<file path="src/rtl/ppa_pkg.sv">
package ppa_pkg;

	// fixed field widths and polygon limits
	localparam int CW         = 16;
	localparam int FRAC       = 8;
	localparam int MAX_POINTS = 8;
	localparam int MIN_POINTS = 3;
	localparam int PERIM_W    = 28;
	localparam int CNT_W      = 4;
	localparam int TALLY_SAT  = MAX_POINTS + 1;

	// square root sizing: radicand is (dx^2 + dy^2) << 2*FRAC, padded to even width
	localparam int SQ_W   = 2 * CW + 1;
	localparam int RAD_W  = ((SQ_W + 2 * FRAC + 1) / 2) * 2;
	localparam int ROOT_W = RAD_W / 2;
	localparam int REM_W  = ROOT_W + 2;
	localparam int ITER_W = $clog2(ROOT_W);

	typedef enum logic [1:0] {
		ST_OK   = 2'd0,
		ST_FEW  = 2'd1,
		ST_MANY = 2'd2
	} status_t;

	// job per vertex bar a non-last first: edge from prev if any, closing on last
	typedef struct packed {
		logic             has_edge;
		logic             last;
		logic [CW-1:0]    dx1;
		logic [CW-1:0]    dy1;
		logic [CW-1:0]    dx2;
		logic [CW-1:0]    dy2;
		logic [CNT_W-1:0] count;
		status_t          status;
	} job_t;

	typedef enum logic [2:0] {
		BK_IDLE,
		BK_SQX,
		BK_SQY,
		BK_SUM,
		BK_ROOT,
		BK_ACC,
		BK_EMIT
	} bk_state_t;

endpackage

</file>
<file path="src/rtl/ppa_ifs.sv">
// vertex channel
interface ppa_vtx_if import ppa_pkg::*; ();
	logic                 valid;
	logic                 ready;
	logic signed [CW-1:0] x_coord;
	logic signed [CW-1:0] y_coord;
	logic                 last_vertex;

	modport source (output valid, x_coord, y_coord, last_vertex, input ready);
	modport sink (input valid, x_coord, y_coord, last_vertex, output ready);
endinterface

// result channel
interface ppa_res_if import ppa_pkg::*; ();
	logic               valid;
	logic               ready;
	logic [CNT_W-1:0]   vertex_count;
	logic [PERIM_W-1:0] perimeter_q8;
	status_t            status;

	modport source (output valid, vertex_count, perimeter_q8, status, input ready);
	modport sink (input valid, vertex_count, perimeter_q8, status, output ready);
endinterface

</file>
<file path="src/rtl/ppa_front.sv">
module ppa_front import ppa_pkg::*; (
	input  logic     clk,
	input  logic     arst_n,
	ppa_vtx_if.sink  vtx,
	input  logic     q_full,
	output logic     q_push,
	output job_t     q_job
);

	logic signed [CW-1:0] first_x_q, first_y_q, prev_x_q, prev_y_q;
	logic [CNT_W-1:0]     tally_q;
	logic                 accept;
	logic                 is_first;
	logic signed [CW-1:0] fx, fy;
	logic [CNT_W-1:0]     tally_nxt;

	function automatic logic [CW-1:0] abs_diff(logic signed [CW-1:0] a, logic signed [CW-1:0] b);
		logic signed [CW:0] d;
		d = (CW+1)'(a) - (CW+1)'(b);
		return d[CW] ? CW'(-d) : CW'(d);
	endfunction

	assign vtx.ready = !q_full;
	assign accept    = vtx.valid && vtx.ready;
	assign is_first  = (tally_q == '0);

	// classify the word: first vertex, edge vertex, final vertex
	always_comb begin
		fx = is_first ? vtx.x_coord : first_x_q;
		fy = is_first ? vtx.y_coord : first_y_q;
		if (is_first) begin
			tally_nxt = CNT_W'(1);
		end else if (tally_q < CNT_W'(TALLY_SAT)) begin
			tally_nxt = tally_q + CNT_W'(1);
		end else begin
			tally_nxt = tally_q;
		end

		q_job.has_edge = !is_first;
		q_job.last     = vtx.last_vertex;
		q_job.dx1      = abs_diff(vtx.x_coord, prev_x_q);
		q_job.dy1      = abs_diff(vtx.y_coord, prev_y_q);
		q_job.dx2      = abs_diff(fx, vtx.x_coord);
		q_job.dy2      = abs_diff(fy, vtx.y_coord);
		q_job.count    = tally_nxt;
		priority if (tally_nxt < CNT_W'(MIN_POINTS)) begin
			q_job.status = ST_FEW;
		end else if (tally_nxt > CNT_W'(MAX_POINTS)) begin
			q_job.status = ST_MANY;
		end else begin
			q_job.status = ST_OK;
		end
	end

	// a first vertex that is not also the last carries no work
	assign q_push = accept && (!is_first || vtx.last_vertex);

	// polygon state, cleared after the final vertex
	always_ff @(posedge clk or negedge arst_n) begin
		if (!arst_n) begin
			first_x_q <= '0;
			first_y_q <= '0;
			prev_x_q  <= '0;
			prev_y_q  <= '0;
			tally_q   <= '0;
		end else if (accept) begin
			if (vtx.last_vertex) begin
				first_x_q <= '0;
				first_y_q <= '0;
				prev_x_q  <= '0;
				prev_y_q  <= '0;
				tally_q   <= '0;
			end else begin
				first_x_q <= fx;
				first_y_q <= fy;
				prev_x_q  <= vtx.x_coord;
				prev_y_q  <= vtx.y_coord;
				tally_q   <= tally_nxt;
			end
		end
	end

endmodule

</file>
<file path="src/rtl/ppa_queue.sv">
module ppa_queue import ppa_pkg::*; #(
	parameter int DEPTH = 2
) (
	input  logic clk,
	input  logic arst_n,
	input  logic push,
	input  job_t push_job,
	output logic full,
	input  logic pop,
	output logic empty,
	output job_t head_job
);

	localparam int PW = (DEPTH > 1) ? $clog2(DEPTH) : 1;
	localparam int CNTW = $clog2(DEPTH + 1);

	job_t            mem_q [DEPTH];
	logic [PW-1:0]   wr_ptr_q, rd_ptr_q;
	logic [CNTW-1:0] fill_q;

	assign full     = (fill_q == CNTW'(DEPTH));
	assign empty    = (fill_q == '0);
	assign head_job = mem_q[rd_ptr_q];

	// entry storage
	always_ff @(posedge clk) begin
		if (push) begin
			mem_q[wr_ptr_q] <= push_job;
		end
	end

	// pointers and fill level
	always_ff @(posedge clk or negedge arst_n) begin
		if (!arst_n) begin
			wr_ptr_q <= '0;
			rd_ptr_q <= '0;
			fill_q   <= '0;
		end else begin
			if (push) begin
				wr_ptr_q <= (wr_ptr_q == PW'(DEPTH - 1)) ? '0 : wr_ptr_q + PW'(1);
			end
			if (pop) begin
				rd_ptr_q <= (rd_ptr_q == PW'(DEPTH - 1)) ? '0 : rd_ptr_q + PW'(1);
			end
			if (push && !pop) begin
				fill_q <= fill_q + CNTW'(1);
			end else if (pop && !push) begin
				fill_q <= fill_q - CNTW'(1);
			end
		end
	end

endmodule

</file>
<file path="src/rtl/ppa_back.sv">
module ppa_back import ppa_pkg::*; (
	input  logic      clk,
	input  logic      arst_n,
	input  logic      q_empty,
	input  job_t      q_job,
	output logic      q_pop,
	ppa_res_if.source res
);

	bk_state_t           state_q, state_nxt;
	job_t                job_q;
	logic                close_q;
	logic [2*CW-1:0]     sqx_q, sqy_q;
	logic [RAD_W-1:0]    rad_q;
	logic [ROOT_W-1:0]   root_q;
	logic [REM_W-1:0]    rem_q;
	logic [ITER_W-1:0]   iter_q;
	logic [PERIM_W-1:0]  sum_q;
	logic                res_valid_q;
	logic [CNT_W-1:0]    res_count_q;
	logic [PERIM_W-1:0]  res_perim_q;
	status_t             res_status_q;

	logic [CW-1:0]       mul_op;
	logic [2*CW-1:0]     mul;
	logic [REM_W-1:0]    rem_sh, trial;
	logic                take;
	logic [PERIM_W:0]    sum_add;
	logic                out_free;

	// shared squarer
	always_comb begin
		unique case ({state_q == BK_SQY, close_q})
			2'b00:   mul_op = job_q.dx1;
			2'b01:   mul_op = job_q.dx2;
			2'b10:   mul_op = job_q.dy1;
			default: mul_op = job_q.dy2;
		endcase
		mul = mul_op * mul_op;
	end

	// one root digit per cycle
	assign rem_sh  = {rem_q[REM_W-3:0], rad_q[RAD_W-1 -: 2]};
	assign trial   = {root_q, 2'b01};
	assign take    = (rem_sh >= trial);
	assign sum_add = {1'b0, sum_q} + (PERIM_W+1)'(root_q);

	assign out_free = !res_valid_q || res.ready;

	// sequencer next state
	always_comb begin
		state_nxt = state_q;
		q_pop     = 1'b0;
		unique case (state_q)
			BK_IDLE: begin
				if (!q_empty) begin
					q_pop     = 1'b1;
					state_nxt = BK_SQX;
				end
			end
			BK_SQX:  state_nxt = BK_SQY;
			BK_SQY:  state_nxt = BK_SUM;
			BK_SUM:  state_nxt = BK_ROOT;
			BK_ROOT: begin
				if (iter_q == ITER_W'(ROOT_W - 1)) begin
					state_nxt = BK_ACC;
				end
			end
			BK_ACC: begin
				if (!job_q.last) begin
					state_nxt = BK_IDLE;
				end else if (!close_q) begin
					state_nxt = BK_SQX;
				end else begin
					state_nxt = BK_EMIT;
				end
			end
			BK_EMIT: begin
				if (out_free) begin
					state_nxt = BK_IDLE;
				end
			end
			default: state_nxt = BK_IDLE;
		endcase
	end

	always_ff @(posedge clk or negedge arst_n) begin
		if (!arst_n) begin
			state_q <= BK_IDLE;
		end else begin
			state_q <= state_nxt;
		end
	end

	// edge datapath
	always_ff @(posedge clk) begin
		unique case (state_q)
			BK_IDLE: begin
				job_q   <= q_job;
				close_q <= !q_job.has_edge;
			end
			BK_SQX: sqx_q <= mul;
			BK_SQY: sqy_q <= mul;
			BK_SUM: begin
				rad_q  <= RAD_W'({1'b0, sqx_q} + {1'b0, sqy_q}) << (2 * FRAC);
				root_q <= '0;
				rem_q  <= '0;
				iter_q <= '0;
			end
			BK_ROOT: begin
				rad_q  <= rad_q << 2;
				iter_q <= iter_q + ITER_W'(1);
				if (take) begin
					rem_q  <= rem_sh - trial;
					root_q <= {root_q[ROOT_W-2:0], 1'b1};
				end else begin
					rem_q  <= rem_sh;
					root_q <= {root_q[ROOT_W-2:0], 1'b0};
				end
			end
			BK_ACC: close_q <= 1'b1;
			default: ;
		endcase
	end

	// running perimeter, saturating, cleared once the result is loaded
	always_ff @(posedge clk or negedge arst_n) begin
		if (!arst_n) begin
			sum_q <= '0;
		end else if (state_q == BK_ACC) begin
			sum_q <= sum_add[PERIM_W] ? '1 : sum_add[PERIM_W-1:0];
		end else if (state_q == BK_EMIT && out_free) begin
			sum_q <= '0;
		end
	end

	// result register
	always_ff @(posedge clk or negedge arst_n) begin
		if (!arst_n) begin
			res_valid_q <= 1'b0;
		end else if (state_q == BK_EMIT && out_free) begin
			res_valid_q <= 1'b1;
		end else if (res.ready) begin
			res_valid_q <= 1'b0;
		end
	end

	always_ff @(posedge clk) begin
		if (state_q == BK_EMIT && out_free) begin
			res_count_q  <= job_q.count;
			res_status_q <= job_q.status;
			res_perim_q  <= (job_q.status == ST_OK) ? sum_q : '0;
		end
	end

	assign res.valid        = res_valid_q;
	assign res.vertex_count = res_count_q;
	assign res.perimeter_q8 = res_perim_q;
	assign res.status       = res_status_q;

endmodule

</file>
<file path="src/rtl/polygon_perimeter_accumulator_unit.sv">
// in the back end an edge is two squares, a sum, ROOT_W root digits and an add
// a queued vertex is accepted from the channel and its edge is then worked in the back end;
// the final vertex runs its edge from the previous vertex, if any, and the closing edge
// the single square root unit sets the throughput; the job queue lets vertices in meanwhile
// arst_n clears polygon state, queue pointers, perimeter sum and the result valid

module polygon_perimeter_accumulator_unit import ppa_pkg::*; #(
	parameter int QUEUE_DEPTH = 2
) (
	input  logic      clk,
	input  logic      arst_n,
	ppa_vtx_if.sink   vtx,
	ppa_res_if.source res
);

	logic q_push, q_full, q_pop, q_empty;
	job_t push_job, head_job;

	// accept and classify
	ppa_front u_front (
		.clk    (clk),
		.arst_n (arst_n),
		.vtx    (vtx),
		.q_full (q_full),
		.q_push (q_push),
		.q_job  (push_job)
	);

	// job queue between front and back
	ppa_queue #(.DEPTH(QUEUE_DEPTH)) u_queue (
		.clk      (clk),
		.arst_n   (arst_n),
		.push     (q_push),
		.push_job (push_job),
		.full     (q_full),
		.pop      (q_pop),
		.empty    (q_empty),
		.head_job (head_job)
	);

	// edge lengths, perimeter and result
	ppa_back u_back (
		.clk     (clk),
		.arst_n  (arst_n),
		.q_empty (q_empty),
		.q_job   (head_job),
		.q_pop   (q_pop),
		.res     (res)
	);

	a_no_overflow: assert property (@(posedge clk) disable iff (!arst_n)
		q_push |-> !q_full) else $error("job queue overflow");

	a_no_underflow: assert property (@(posedge clk) disable iff (!arst_n)
		q_pop |-> !q_empty) else $error("job queue underflow");

	a_err_zero: assert property (@(posedge clk) disable iff (!arst_n)
		(res.valid && res.status != ST_OK) |-> (res.perimeter_q8 == '0))
		else $error("nonzero perimeter on error status");

	a_ok_count: assert property (@(posedge clk) disable iff (!arst_n)
		(res.valid && res.status == ST_OK) |->
		(res.vertex_count >= CNT_W'(MIN_POINTS) && res.vertex_count <= CNT_W'(MAX_POINTS)))
		else $error("ok status with out-of-range vertex count");

endmodule

</file>
<file path="src/flat_wrapper.sv">
// flat-port wrapper written by rule: the top's interface ports become plain ports
module polygon_perimeter_accumulator_unit_flat import ppa_pkg::*;
#(
	parameter int QUEUE_DEPTH = 2
)
  (clk, arst_n, vtx_valid, vtx_x_coord, vtx_y_coord, vtx_last_vertex, vtx_ready, res_valid, res_vertex_count, res_perimeter_q8, res_status, res_ready);
  ppa_vtx_if vtx_i ();
  ppa_res_if res_i ();
  input  logic clk;
  input  logic arst_n;
  input wire logic [$bits(vtx_i.valid)-1:0] vtx_valid;
  input wire logic [$bits(vtx_i.x_coord)-1:0] vtx_x_coord;
  input wire logic [$bits(vtx_i.y_coord)-1:0] vtx_y_coord;
  input wire logic [$bits(vtx_i.last_vertex)-1:0] vtx_last_vertex;
  output wire logic [$bits(vtx_i.ready)-1:0] vtx_ready;
  output wire logic [$bits(res_i.valid)-1:0] res_valid;
  output wire logic [$bits(res_i.vertex_count)-1:0] res_vertex_count;
  output wire logic [$bits(res_i.perimeter_q8)-1:0] res_perimeter_q8;
  output wire logic [$bits(res_i.status)-1:0] res_status;
  input wire logic [$bits(res_i.ready)-1:0] res_ready;
  assign vtx_i.valid = vtx_valid;
  assign vtx_i.x_coord = vtx_x_coord;
  assign vtx_i.y_coord = vtx_y_coord;
  assign vtx_i.last_vertex = vtx_last_vertex;
  assign vtx_ready = vtx_i.ready;
  assign res_valid = res_i.valid;
  assign res_vertex_count = res_i.vertex_count;
  assign res_perimeter_q8 = res_i.perimeter_q8;
  assign res_status = res_i.status;
  assign res_i.ready = res_ready;
  polygon_perimeter_accumulator_unit #(.QUEUE_DEPTH(QUEUE_DEPTH)) u_core (.clk(clk), .arst_n(arst_n), .vtx(vtx_i), .res(res_i));
endmodule
</file>
<file path="config.mk">
export PLATFORM = sky130hd
export DESIGN_NAME = polygon_perimeter_accumulator_unit_flat
export DESIGN_NICKNAME = d
export VERILOG_FILES = /design/src/rtl/ppa_pkg.sv /design/src/rtl/ppa_ifs.sv /design/src/rtl/ppa_front.sv /design/src/rtl/ppa_queue.sv /design/src/rtl/ppa_back.sv /design/src/rtl/polygon_perimeter_accumulator_unit.sv /design/src/flat_wrapper.sv
export SDC_FILE = /design/constraint.sdc
export NUM_CORES = 1
export LEC_CHECK = 0
export BUFFER_PORTS_ARGS = -buffer_cell sky130_fd_sc_hd__buf_4
export CORE_UTILIZATION = 36
export DETAILED_ROUTE_END_ITERATION = 6
export PLACE_DENSITY_LB_ADDON = 0.25
export SLEW_MARGIN = 0
export SYNTH_ARGS = -nofsm -noshare
export SYNTH_HDL_FRONTEND = slang
export SYNTH_HIERARCHICAL = 1
export SYNTH_SLANG_ARGS = --single-unit
</file>
<file path="constraint.sdc">
create_clock -name clk -period 15.3 [get_ports clk]
set_input_delay 4.59 -clock clk [delete_from_list [all_inputs] [get_ports clk]]
set_output_delay 4.59 -clock clk [all_outputs]
set_load 0.005 [all_outputs]
</file>
**Word level (Yosys, flattened, before mapping)**

Memories as Yosys holds them, arrays and structs flattened.
Cells that the tools add are included.
W data, S select, Z words.

- $add $sub $neg: 17
- $mul: 1
- Divide/modulo/power cells: 0
- $lt $le $gt $ge: 4
- Equality and inequality tests: 13
- Shifts and indexed selects: 0
- Multiplexer cells: 42
- Bitwise logic cells: 0
- Reduce and logical (&&, ||, !) cells: 24

Operators with widths:

| cell | number |
|---|---|
| $mux W16 | 10 |
| $pmux W25 S2 | 2 |
| $pmux W50 S2 | 1 |
| $mux W28 | 3 |
| $sub A16 B16 Y17 | 4 |
| $neg A16 Y16 | 4 |
| $pmux W16 S3 | 1 |
| $add A32 B32 Y33 | 1 |
| $mul A16 B16 Y32 | 1 |
| $add A28 B25 Y29 | 1 |
| $ge A27 B27 Y1 | 1 |
| $mux W25 | 1 |
| $sub A25 B25 Y25 | 1 |
| $pmux W3 S7 | 1 |
| $mux W3 | 5 |
| $mux W4 | 3 |
| $pmux W5 S2 | 1 |
| $reduce_bool A2 Y1 | 5 |
| $eq A3 B3 Y1 const B | 3 |
| $mux W1 | 9 |
| $mux W2 | 4 |
| $eq A3 B2 Y1 const B | 2 |
| $logic_not A1 Y1 | 6 |
| $logic_not A2 Y1 | 3 |
| 19 further kinds | 28 |

- Bits in registers: 379
- Latch bits: 0
- Bits in writable memories: 144
- Memory bits (read-only): 0
- Input bits: 37
- Output and inout bits: 36
- Word-level logic and storage cells: 130
- Memories kept: 1

Memory list:

| memory | depth | width | rd ports | clocked after Yosys merged registers in | write ports | line | text |
|---|---|---|---|---|---|---|---|
| u_core.u_queue.mem_q | 2 | 72 | 1 | 0 | 1 | ppa_queue.sv:17 | `job_t mem_q [DEPTH];` |

**Depth between registers and ports, before layout**

Gate-level depths: netlist of run 1.

- Depth in word-level cells: 8
- Mapped depth: 34
- Mapped depth without buffers: 31

**Modules after synthesis**

Netlist of run 1, hierarchy kept.

By module, submodules not included:

| module | times used | cells an instance | area an instance (µm²) |
|---|---|---|---|
| ppa_back | 1 | 2044 | 21578.2 |
| ppa_front | 1 | 966 | 7477.2 |
| ppa_queue | 1 | 240 | 5731.7 |

**Worst setup path after synthesis of run 1**

No wires, ideal clock.

- Path kind: input port to flip-flop
- Start point: input vtx_valid
- End point: memory u_core/u_queue/mem_q[0][0] in the netlist's numbering (enable)
- Library setup time: 0.511 ns
- Data arrival time: 8.544 ns
- Data required time: 14.789 ns
- Slack: 6.245 ns
- Cell stages on the path: 5
- Buffers on the path: 2
- Path through: nand2_1 clkbuf_1 clkbuf_1 a21oi_1 nor2b_1

- Word-level cells in the longest chain between the ends: 4

Ends and longest elaborated chain:

| element | line | text |
|---|---|---|
| from (decl) | flat_wrapper.sv:11 | `input wire logic [$bits(vtx_i.valid)-1:0] vtx_valid;` |
| $logic_and A1 B1 Y1 | ppa_front.sv:24 | `assign accept = vtx.valid && vtx.ready;` |
| $logic_and A1 B1 Y1 | ppa_front.sv:56 | `assign q_push = accept && (!is_first \|\| vtx.last_vertex);` |
| named net u_core.q_push | polygon_perimeter_accumulator_unit.sv:16 | `logic q_push, q_full, q_pop, q_empty;` |
| $mux W1 | ppa_queue.sv:27 | `if (push) begin` |
| $mux W1 (implied by the code) | ppa_queue.sv:28 | `mem_q[wr_ptr_q] <= push_job;` |
| to (decl) | ppa_queue.sv:17 |  |

The timed path passes the listed nets, and every way through them passes these cells.

**Final worst setup path of run 1**

- Start point: register u_core.u_back.state_q[1]
- End point: register u_core.u_back.sqx_q[28] (data pin)

- Word-level cells in the longest chain between the ends: 4
- Elaborated cells between the ends (all ways): 6
- Classes of those cells: mul (1); eq/ne (3); mux (1); reduce/logical (1)

Ends and longest elaborated chain:

| element | line | text |
|---|---|---|
| from (decl) | ppa_back.sv:10 | `bk_state_t state_q, state_nxt;` |
| from (signal assigned) | ppa_back.sv:91 | `state_q <= state_nxt;` |
| $eq A3 B2 Y1 (*) | ppa_back.sv:33 | `unique case ({state_q == BK_SQY, close_q})` |
| $eq A2 B2 Y1 (tied with other cells) | ppa_back.sv:33 |  |
| $pmux W16 S3 (*) | ppa_back.sv:33 |  |
| $mul A16 B16 Y32 (*) | ppa_back.sv:39 | `mul = mul_op * mul_op;` |
| named net u_core.u_back.mul[28] | ppa_back.sv:25 | `logic [2*CW-1:0] mul;` |
| to (signal assigned) | ppa_back.sv:102 | `BK_SQX: sqx_q <= mul;` |
| to (decl) | ppa_back.sv:13 | `logic [2*CW-1:0] sqx_q, sqy_q;` |

Mark *: on every way through the listed nets, which the timed path passes. The rest lies on a longest branch.
A chain may end at the register's enable or synchronous reset.

==> flow_results.org, run 1 <==
** STA
- The worst path uses 60.8% of the clock period.
- RSZ-0062 raised after global routing :: no
- Setup violations remaining at the end of the flow were counted as 0.
- Slew headroom :: 23.7%
- Adding up every negative setup slack in the final design gives 0 ns.
- The routed design could run at a clock period as short as 9.30 ns.
- The final hold violation count came to 0.
- Between clock sinks in the finished design, the worst skew comes to 0.0598 ns.
- The count of final max-slew check failures is 0.
- At the pin with the least slew margin, the transition time is 1.15 ns.
- Across all setup checks in the final design, the least slack found is 6.00 ns.
- For this run, the top clock speed supported by timing is 108 MHz.
- Hold timing on the final database bottoms out at a slack of 0.418 ns.

** Die
- The die covers 0.0979 mm^2.
- The die is 313 um tall.
- Row generation in the floorplan step produced 113 rows.
- 73 I/O pins were placed.
- For this configuration, the core starts out at a cell density of 36.5%.
- The floorplan step defined a core boundary enclosing 0.0953 mm^2.
- Die boundary width :: 313 um

** Synth
- Counting every net in the synthesized netlist gives 3711.
- Library cell with the largest summed area after synthesis :: sky130_fd_sc_hd__edfxtp_1
- Sequential share of the synthesized area :: 42.1%
- Post-synthesis instance total :: 3250
- Avg Cell Area, Syn :: 10.7 um^2
- Summing every instance area after synthesis gives 0.0348 mm^2.
- Fraction of registers with async set/reset :: 20.6%
- Ys flop type :: sky130_fd_sc_hd__edfxtp_1
- Yosys mapped a number of flops with a built-in enable equal to 401.
- Number of distinct library cells after synthesis :: 100
- Synth Register Bits :: 505
- Share of Yosys cell area claimed by the top area cell type :: 34.6%
- YS warnings :: 6
- After synthesis, the cell types taking the most area are sky130_fd_sc_hd__edfxtp_1 35%, sky130_fd_sc_hd__fa_1 9.7%, sky130_fd_sc_hd__ha_1 9.2%.

** GRT
- The initial antenna violation count came to 1.
- Total gr overflow :: 0
- First-pass GRT wire length :: 123000 um
- Number of global-route vias before repair :: 22700
- Largest net degree at the start of global routing :: 73
- In the global route stage, overall resource usage came out at 15.6%.

** Setup path
- In this run the worst path has a maximum fanout of 47.
- Endpoint arrival time on the critical path :: 9.62 ns
- STA classifies the critical path startpoint as a flip-flop.
- At the worst endpoint, the required time is 15.62 ns.
- Among all stages on the critical path, the largest delay is contributed by sky130_fd_sc_hd__nand2b_1.
- CP max stage delay :: 0.75 ns
- By instance count, the cell type seen most on the critical path is sky130_fd_sc_hd__fa_1.
- The worst setup path is captured at a flip-flop.
- The worst setup path is of the reg -> reg kind.

** Clock network
- Inserted Clock Buffers :: 58
- Buffers added to address setup during post-CTS repair amount to 0.
- The clock drives 505 sinks.
- Clock-pin slew was measured on the worst setup and hold paths at 0.06 ns.
- The cell sitting at the root of the clock tree is a sky130_fd_sc_hd__clkbuf_16.
- Total of cells resized after clock tree synthesis :: 0
- Clock latency on the worst-skew pair, taken at its later pin, is 0.63 ns.
- Number of H-tree branching levels :: 2
- Maximum root-to-sink buffer count :: 3
- Clock tree from TritonCTS :: yes
- The number of hold buffers added after CTS was 0.

** Route
- Once detail routing completed, the nets flagged for antenna violations numbered 0.
- Number of iterations in the first detailed-routing pass :: 7
- Using the TritonRoute via totals, the vias-per-cell ratio works out to 4.94.
- After detailed routing, the number of remaining DRC violations is 0.
- After the first detailed-routing iteration, the DRC count stood at 1246.
- Dividing the detail-routed wire length by the instance count gives 16.5 um.
- Wire length after detailed routing :: 76500 um
- The detailed router placed 22800 vias in this run.

** Finish
- Final antenna diode count :: 0
- The final layout contains 3773 nets.
- Area delta synth->final :: 11.1%
- Share of layout cells above drive strength 1 :: 10.2%
- After filler insertion, the fill cell instance count of the layout stands at 9297.
- Finished Core Util :: 40.6%

** Flow run
- Max-cap violations in this run came to 0.

** Run status
- Result of the run :: finished, final reports clean

** Hold path
- The worst hold path belongs to the class reg -> reg.

** Placement
- Timing analysis after detailed placement gives a worst setup slack of 5.97 ns.
- Port-buffer cells :: 72
- Detailed placement finished with a half-perimeter wire length of 57500 um.
- Final RePlAce weighted congestion :: 0.861
sequential cells by signal, summed over array words and instances (netlist names), 2 cells and up:
register	count
u_core/u_back/res.vertex_count	4
u_core/u_back/iter_q	5
u_core/u_back/root_q	25
u_core/u_front/first_y_q	16
u_core/u_queue/fill_q	2
u_core/u_back/res.perimeter_q8	28
u_core/u_back/sqx_q	31
u_core/u_front/prev_x_q	16
u_core/u_back/state_q	3
u_core/u_front/first_x_q	16
u_core/u_front/prev_y_q	16
u_core/u_back/sum_q	28
u_core/u_back/rem_q	25
u_core/u_back/sqy_q	31
u_core/u_front/tally_q	4
u_core/u_back/res.status	2
u_core/u_back/job_q	71
u_core/u_queue/mem_q	144
u_core/u_back/rad_q	34
cell usage in the layout, fill, tap and decap left out, types with 17 or more instances in the layout:
cell type / n
sky130_fd_sc_hd__xnor2_1: 118
sky130_fd_sc_hd__xor2_1: 83
sky130_fd_sc_hd__nor3_1: 40
sky130_fd_sc_hd__edfxtp_1: 401
sky130_fd_sc_hd__nand2_1: 315
sky130_fd_sc_hd__mux2_4: 69
sky130_fd_sc_hd__ha_1: 255
sky130_fd_sc_hd__a21oi_1: 188
sky130_fd_sc_hd__a22o_1: 31
sky130_fd_sc_hd__nand3_1: 53
sky130_fd_sc_hd__fa_1: 169
sky130_fd_sc_hd__a31oi_1: 38
sky130_fd_sc_hd__clkbuf_16: 59
sky130_fd_sc_hd__o211ai_1: 20
sky130_fd_sc_hd__nor2_1: 255
sky130_fd_sc_hd__buf_4: 98
sky130_fd_sc_hd__and2_1: 44
sky130_fd_sc_hd__a211oi_1: 17
sky130_fd_sc_hd__o31ai_1: 40
sky130_fd_sc_hd__dfrtp_1: 103
sky130_fd_sc_hd__o21ai_0: 123
sky130_fd_sc_hd__a21o_1: 50
sky130_fd_sc_hd__nor2b_1: 30
sky130_fd_sc_hd__inv_1: 379
sky130_fd_sc_hd__o21a_1: 31
sky130_fd_sc_hd__nand2b_1: 23
cell families after synthesis:
kind of cell | after synthesis | share of synthesized area (%)
XOR/XNOR | 202 | 5.13
multiplexers | 94 | 3.86
AO/OA/AOI/OAI | 675 | 12.9
buffers and inverters | 482 | 5.70
adder cells (fa/ha/maj) | 424 | 18.9
flip-flops | 505 | 42.1
AND/OR/NAND/NOR | 868 | 11.4
Yosys cell counts (all sizes together), types with 7 or more instances:
cell type,n
and2,46
o211ai,20
nand4,11
a21boi,8
a31oi,38
nor2,259
xor2,83
mux2,75
edfxtp,401
and3,18
o41ai,7
a31o,18
ha,255
o31a,7
clkbuf,62
fa,169
nor2b,31
nand2,317
a211oi,19
o21ai,137
nand3b,10
a21o,52
o21bai,11
o31ai,40
a22o,31
nand3,53
a2111oi,8
xnor2,118
or2,11
or3,13
a21oi,193
mux2i,15
buf,34
nand2b,23
dfrtp,104
o21a,31
inv,382
nor3,41
through the flow:
step / area [um^2] / instances
global route: 38700 / 4623
floorplan: 34800 / 3250
global placement: 36600 / 4517
CTS: 38700 / 4623
finish: 38700 / 4623
detailed placement: 36600 / 4517
worst paths after layout:
kind / end / slack [ns] / from / cells past startpoint
worst max-delay path: u_core/u_back/sqx_q[28] / 6.00 / u_core/u_back/state_q[1] / 28
worst min-delay path: u_core/u_back/res.vertex_count[0] / 0.42 / u_core/u_back/job_q[2] / 0
worst max register to register: u_core/u_back/sqx_q[28] / 6.00 / u_core/u_back/state_q[1] / 28
worst min register to register: u_core/u_back/res.vertex_count[0] / 0.42 / u_core/u_back/job_q[2] / 0
max in group asynchronous: u_core/u_queue/rd_ptr_q / 9.76 / arst_n / 3
min in group asynchronous: u_core/u_front/prev_x_q[10] / 3.89 / arst_n / 1
metal layers:
metal,vias to the layer above,GRT usage [%],routed length [um]
met5,-,0,0
met4,0,3.78,1530
met3,87,1.89,2420
met2,303,24.9,34300
met1,11000,22.5,38200
li1,11500,-,-
layout make-up:
type | count | area (um^2) | area share (%)
clock inverters | 42 | 552 | 1.43
inverters | 386 | 1450 | 3.75
well taps | 1265 | 1580 | 4.09
clock buffers | 64 | 1500 | 3.87
multi-input cells | 2263 | 18200 | 47.1
flip-flops and latches | 505 | 14600 | 37.9
repair buffers | 98 | 736 | 1.90
critical path: cells and delay by family, from the launching register on:
kind,cells,cell delay (ns)
AO/OA/AOI/OAI,9,2.17
XOR/XNOR,1,0.17
adder cells (fa/ha/maj),7,3.46
buffers and inverters,6,1.31
flip-flops,1,0.47
AND/OR/NAND/NOR,5,1.41
Power of run 1 is not shown: default switching activity piles up to over one toggle a cycle in this logic, so the estimate is an artifact.
==> inputs of run 2 (changes only) <==
==> constraint.sdc (replaced) <==
create_clock -name clk -period 7.5 [get_ports clk]
set_input_delay 2.25 -clock clk [delete_from_list [all_inputs] [get_ports clk]]
set_output_delay 2.25 -clock clk [all_outputs]
set_load 0.005 [all_outputs]
==> run 2 against run 1 <==
Against the previous run: first-iteration DRC count is 20% higher; clock skew is 0.022 ns lower; die area stayed put.
==> flow_results.org, run 2 (same netlist as run 1, synthesis figures left out) <==
** Route
- Summed over all layers, the routed wires come to 77400 um.
- For this run, design rule violations remaining after detail routing come to 0.
- After detailed routing, the number of vias per cell comes to 4.93.
- Number of DRC markers after the initial detailed-route iteration :: 1495
- Total via count after detailed routing :: 23000
- Number of iterations in the first detailed-routing pass :: 5
- Dividing the detail-routed wire length by the instance count gives 16.6 um.
- The count of nets left with antenna violations once routing finished came out at 0.

** Finish
- Register containing the most flip-flops in the final layout :: u_core/u_queue/mem_q
- Commonest cells after routing, fill and taps aside :: 401 x sky130_fd_sc_hd__edfxtp_1, 376 x sky130_fd_sc_hd__inv_1, 315 x sky130_fd_sc_hd__nand2_1, 255 x sky130_fd_sc_hd__ha_1, 253 x sky130_fd_sc_hd__nor2_1
- Final antenna diode count :: 0
- Cells with a size suffix above 1 make up 11.6% of the layout.
- From synthesis to final layout, the design area changed by 11.9%.
- Most frequent standard cell in the layout excluding fill and tap cells :: sky130_fd_sc_hd__edfxtp_1
- FILL cells :: 9258
- The register with the most flip-flops in the layout has 144 of them.
- The largest registers in the layout are u_core/u_queue/mem_q x144, u_core/u_back/job_q x71, u_core/u_back/rad_q x34.
- The net count of the finished layout is 3815.

** Setup path
- On the worst path, the slowest cell contributes a delay of 0.63 ns.
- The setup path with the least slack is of type reg -> reg.
- Worst R2R Start :: u_core/u_back/state_q[1]
- Bufs and invs on worst path :: 6
- The slowest stage of the critical path is the sky130_fd_sc_hd__mux4_2 cell.
- In this run the worst setup path begins at u_core/u_back/state_q[1].
- Critical Path RT :: 7.86 ns
- Most used cell along the critical path :: sky130_fd_sc_hd__fa_1
- Maximum fanout count along the critical path :: 25
- In this run the critical register-to-register path is captured at u_core/u_back/sqx_q[28].
- STA puts the critical path data arrival time at 7.51 ns.
- Number of cells on the worst reg-to-reg path :: 25
- Worst setup SP type :: flip-flop
- WP depth :: 25
- The most critical setup path has its endpoint at u_core/u_back/sqx_q[28].
- Delay-heaviest family, CP :: adder cells
- Across all register-to-register paths, the minimum setup slack is 0.35 ns.
- Type of destination of the critical path :: flip-flop

** Run status
- Result of the run :: finished, final reports clean

** Clock network
- The cell sitting at the root of the clock tree is a sky130_fd_sc_hd__clkbuf_16.
- TritonCTS created 58 clock buffers.
- Maximum root-to-sink buffer count :: 3
- Number of H-tree branching levels :: 2
- For this design, the sink count on the clock tree is 505.
- Clock latency reported for the late side of the worst-skew pair :: 0.65 ns
- TritonCTS built the clock tree.
- After clock tree synthesis, the clock-pin slew on the worst setup and hold paths is 0.06 ns.

** Die
- The die is 313 um wide.
- Initial core utilization :: 36.5%
- Floorplan die area :: 0.0979 mm^2
- Number of placed I/O pins :: 73
- Cell row count :: 113
- CORE AREA :: 0.0953 mm^2
- The die is 313 um tall.

** GRT
- First-pass GRT wire length :: 124000 um
- Summed over all layers, the global routing overflow is 0.
- Total global-route track usage :: 15.8%
- Largest net degree at the start of global routing :: 73
- Number of antenna violations at the first check in global routing :: 1
- Number of global-route vias before repair :: 22600

** Placement
- The count of buffers added on input and output ports is 72.
- At the end of routability-driven placement, the weighted congestion stood at 0.884.
- Detailed placement ended at an HPWL of 58300 um.

** Hold path
- The worst hold path belongs to the class reg -> reg.

** STA
- Post-route fraction of the period consumed by the critical path :: 95.3%
- Slew @ Worst Pin :: 1.09 ns
- Final-report max-slew violation count :: 0
- In this run the tightest slew margin relative to its limit is 27.3%.
- RSZ-0062 raised after global routing :: no
- Achievable frequency :: 140 MHz
- Final Hold Viols :: 0
- On the final layout, the worst clock skew is 0.0380 ns.
- Setup violations remaining at the end of the flow were counted as 0.
- Clock period minus final worst setup slack :: 7.15 ns
- Adding up every negative setup slack in the final design gives 0 ns.

** Flow run
- Across the run, the number of max-cap violations was 0.
[run 2: changes by cell type in the layout (fill, tap and decap cells not counted), moves of 3 or more]
cell	delta
sky130_fd_sc_hd__o21ai_1	-3
sky130_fd_sc_hd__clkbuf_8	+4
sky130_fd_sc_hd__bufinv_16	-7
sky130_fd_sc_hd__inv_1	-3
sky130_fd_sc_hd__clkinv_1	+3
sky130_fd_sc_hd__o21ai_2	+4
sky130_fd_sc_hd__clkbuf_1	+5
sky130_fd_sc_hd__buf_4	+39
[run 2: layer usage]
layer	up-vias	GRT usage (%)	wire (um)
met3	113	1.97	2910
met1	11000	23.2	38800
met2	363	24.0	33400
li1	11600	-	-
met4	2	4.97	2250
met5	-	0	13
[run 2: repair_timing]
item                                    CTS  global route
gates resized for setup                   0            23
hold buffers                              0             0
buffers inserted                          0             8
endpoints found under the setup margin    0            18
[run 2: layout make-up]
cell class | instances | area, um^2 | area share, %
Clock buffer | 72 | 1540 | 3.97
Clock inverter | 37 | 367 | 0.942
Inverter | 386 | 1460 | 3.75
Multi-Input combinational cell | 2263 | 18300 | 46.9
Sequential cell | 505 | 14600 | 37.6
Tap cell | 1265 | 1580 | 4.07
Timing Repair Buffer | 139 | 1070 | 2.74
Timing Repair inverter | 1 | 5.00 | 0.0129
[run 2: per-stage QoR]
| stage | hold WS (ns) | setup WS (ns) | cells | utilization [%] | instance area, um^2 |
|---|---|---|---|---|---|
| after detailed placement | 0.410 | 0.0671 | 4550 | 38.7 | 36900 |
| after CTS | 0.420 | 0.0202 | 4659 | 40.7 | 38800 |
| after floorplan | 0.400 | 0.0780 | 3250 | - | 34800 |
| final | 0.419 | 0.352 | 4668 | 40.8 | 38900 |
| after global placement | 0.405 | 0.155 | 4550 | 38.7 | 36900 |
| after global routing | 0.427 | 0.0317 | 4668 | 40.8 | 38900 |
[run 2: worst reg2reg max path: cells and delay by family (launching register included)]
kind / cells / cell delay, ns
adders and majority gates: 7 / 3.47
AOI/OAI and AO/OA: 6 / 1.12
muxes: 1 / 0.63
buffers and inverters: 6 / 0.56
and+or+nand+nor: 4 / 0.55
DFF: 1 / 0.37
xor gates and xnor gates: 1 / 0.16
[run 2: worst min-delay path by stage]
stage,startpoint,endpoint,slack [ns],cells after the start
final,u_core/u_back/job_q[2],u_core/u_back/res.vertex_count[0],0.42,0
after detailed placement,u_core/u_back/job_q[2],u_core/u_back/res.vertex_count[0],0.41,0
after global placement,u_core/u_back/job_q[5],u_core/u_back/res.vertex_count[3],0.40,0
after global routing,u_core/u_back/job_q[3],u_core/u_back/res.vertex_count[1],0.43,0
after CTS,u_core/u_back/job_q[2],u_core/u_back/res.vertex_count[0],0.42,0
after floorplan,u_core/u_back/job_q[2],u_core/u_back/res.vertex_count[0],0.40,0
Power of run 2 is left out for the same reason.
==> inputs of run 3 (changes only) <==
--- a/config.mk
+++ b/config.mk
@@ -6,6 +6,7 @@
 export NUM_CORES = 1
 export LEC_CHECK = 0
 export BUFFER_PORTS_ARGS = -buffer_cell sky130_fd_sc_hd__buf_4
+export CORE_MARGIN = 3
 export CORE_UTILIZATION = 36
 export DETAILED_ROUTE_END_ITERATION = 6
 export PLACE_DENSITY_LB_ADDON = 0.25
==> run 3 against run 2 <==
Against the previous run: die area grew 2.6%; register-to-register slack improved by 0.03 ns; cell area grew 0.50%; count of clock-buffer cells in the layout unchanged; largest cell class unchanged.
==> flow_results.org, run 3 (same netlist as run 1, synthesis figures left out) <==
** Finish
- Area delta synth->final :: 12.5%
- More flip-flops sit in one register than any other, and that register is u_core/u_queue/mem_q.
- After the last flow step, the layout net total stands at 3819.
- Storage cell area :: 0.0146 mm^2
- Multi-input logic area :: 0.0183 mm^2
- Number of flip-flops in the largest register :: 144
- The largest registers in the layout are u_core/u_queue/mem_q x144, u_core/u_back/job_q x71, u_core/u_back/rad_q x34.
- Share of layout cells above drive strength 1 :: 12.0%
- FILL cells :: 9255
- The library cell used most frequently in the layout, excluding fill and tap cells, is sky130_fd_sc_hd__edfxtp_1.
- The library cells used most frequently in the layout, excluding fill and tap cells, are 401 x sky130_fd_sc_hd__edfxtp_1, 376 x sky130_fd_sc_hd__inv_1, 314 x sky130_fd_sc_hd__nand2_1, 254 x sky130_fd_sc_hd__ha_1, 252 x sky130_fd_sc_hd__nor2_1.

** Placement
- Final RePlAce weighted congestion :: 0.865
- HPWL Detailed :: 58900 um
- Input and output buffers added on the ports amount to 72.

** STA
- Final Hold Viols :: 0
- Setup violations remaining at the end of the flow were counted as 0.
- At the pin with the least slew margin, the transition time is 1.13 ns.
- Timing would allow up to 140 MHz.
- The worst path in the final design needs a cycle of 7.12 ns, including I/O delays and setup.
- The count of final max-slew check failures was 0.
- Setup total negative slack on the finished layout was measured at 0 ns.
- Headroom to the max-slew limit came out at 24.4%.
- Between clock sinks in the finished design, the worst skew comes to 0.0479 ns.
- Post-route fraction of the period consumed by the critical path :: 94.9%

** Clock network
- Clock tree synthesis selected as its root buffer the cell sky130_fd_sc_hd__clkbuf_16.
- Inserted Clock Buffers :: 57
- Number of H-tree branching levels :: 2
- Cts-stage hold buffer count :: 0
- The later pin in the worst-skew pair is clocked with a latency of 0.62 ns.
- Clock-pin slew was measured on the worst setup and hold paths at 0.06 ns.
- For this design, the sink count on the clock tree is 505.
- The clock passes through at most 3 buffers.
- Clock tree from TritonCTS :: yes

** Setup path
- Delay-heaviest family, CP :: adder cells
- The critical path crosses 26 cells after its start point.
- Endpoint arrival time on the critical path :: 7.45 ns
- Crit path from :: u_core/u_back/state_q[2]
- Bufs and invs on worst path :: 7
- The worst register-to-register path ends at u_core/u_back/sqx_q[28].
- The critical path is of the reg -> reg type.
- Type of destination of the critical path :: flip-flop
- For the worst flop-to-flop path, the logic depth is 26.
- The critical path ends at u_core/u_back/sqx_q[28].
- Worst R2R Start :: u_core/u_back/state_q[2]
- Critical Path RT :: 7.83 ns
- In this run the register-to-register setup slack is 0.38 ns.
- In this run the worst path has a maximum fanout of 10.
- CP max stage delay :: 0.59 ns
- Worst setup SP type :: flip-flop
- Most used cell along the critical path :: sky130_fd_sc_hd__fa_1
- Among all stages on the critical path, the largest delay is contributed by sky130_fd_sc_hd__mux4_2.

** Route
- The first routing iteration left 1371 violations.
- Wire length after detailed routing :: 77600 um
- The first detailed-routing pass ran for 5 iterations.
- Total via count after detailed routing :: 23200
- After detailed routing, the average wire length per cell comes to 16.6 um.
- Detail-routed via count per cell :: 4.96
- Remaining number of nets flagged by the antenna check after routing :: 0
- DR DRC count :: 0

** Die
- In this run the vertical extent of the chip is 317 um.
- After floorplanning, the core was divided into 113 placement rows.
- In this run the horizontal extent of the chip is 317 um.
- Pin placement for this block handled 73 I/O pins.
- The floorplan step defined a core boundary enclosing 0.0954 mm^2.
- Initial core utilization :: 36.5%
- The floorplan step defined a die boundary enclosing 0.100 mm^2.

** GRT
- Global routing used 15.5% of the available tracks across all layers.
- Largest net degree at the start of global routing :: 72
- For met2 alone, demand over resource in global routing was 24.4%.
- Number of antenna violations at the first check in global routing :: 0
- In the global route stage, met3 resource usage came out at 1.98%.
- Number of global-route vias before repair :: 23000
- Global routing used 22.9% of the available met1 tracks.
- Summed over all layers, the global routing overflow is 0.
- First-pass GRT wire length :: 126000 um
- In this run the most used layer during global routing was met2.

** Hold path
- Worst min path class :: reg -> reg

** Run status
- Result of the run :: finished, final reports clean

** Flow run
- Number of max-cap violations :: 0
==> run 3: area by class of cell <==
cell class / instances / share of cell area, %
clock inverter: 36 / 1.15
multi-input combinational: 2263 / 46.7
timing repair inverter: 1 / 0.0128
sequential: 505 / 37.4
clock buffer: 72 / 3.95
timing repair buffer: 144 / 2.89
inverter: 386 / 3.76
antenna: 1 / 0.00640
tap: 1265 / 4.05
==> run 3: what timing repair did <==
action	4_1_cts	5_1_grt
endpoints found under the setup margin	0	24
endpoints found under the hold margin	0	0
resized for setup	0	30
buffers inserted	0	16
==> run 3: through the flow <==
step	instance area, um^2	std cells	hold slack, ns	util, %	worst slack (ns)
after floorplan	34800	3250	0.400	-	0.0780
after global placement	36900	4547	0.402	38.6	0.177
after detailed placement	36900	4547	0.414	38.6	0.0690
after CTS	38900	4655	0.429	40.7	0.0134
after global routing	39100	4672	0.436	41.0	-0.0203
final	39100	4673	0.428	41.0	0.381
==> run 3: worst min-delay path by stage <==
stage | start | endpoint | slack (ns) | depth (start not counted)
after detailed placement | u_core/u_back/job_q[2] | u_core/u_back/res.vertex_count[0] | 0.41 | 0
after global routing | u_core/u_back/job_q[3] | u_core/u_back/res.vertex_count[1] | 0.44 | 0
after floorplan | u_core/u_back/job_q[2] | u_core/u_back/res.vertex_count[0] | 0.40 | 0
after CTS | u_core/u_back/job_q[3] | u_core/u_back/res.vertex_count[1] | 0.43 | 0
final | u_core/u_back/job_q[3] | u_core/u_back/res.vertex_count[1] | 0.43 | 0
after global placement | u_core/u_back/job_q[5] | u_core/u_back/res.vertex_count[3] | 0.40 | 0
==> run 3: layer usage <==
layer	up-vias	share of wire, %
met2	340	45
met1	11100	50
li1	11600	-
met4	0	2.0
met5	-	0
met3	89	3.5
Power of run 3 is left out for the same reason.
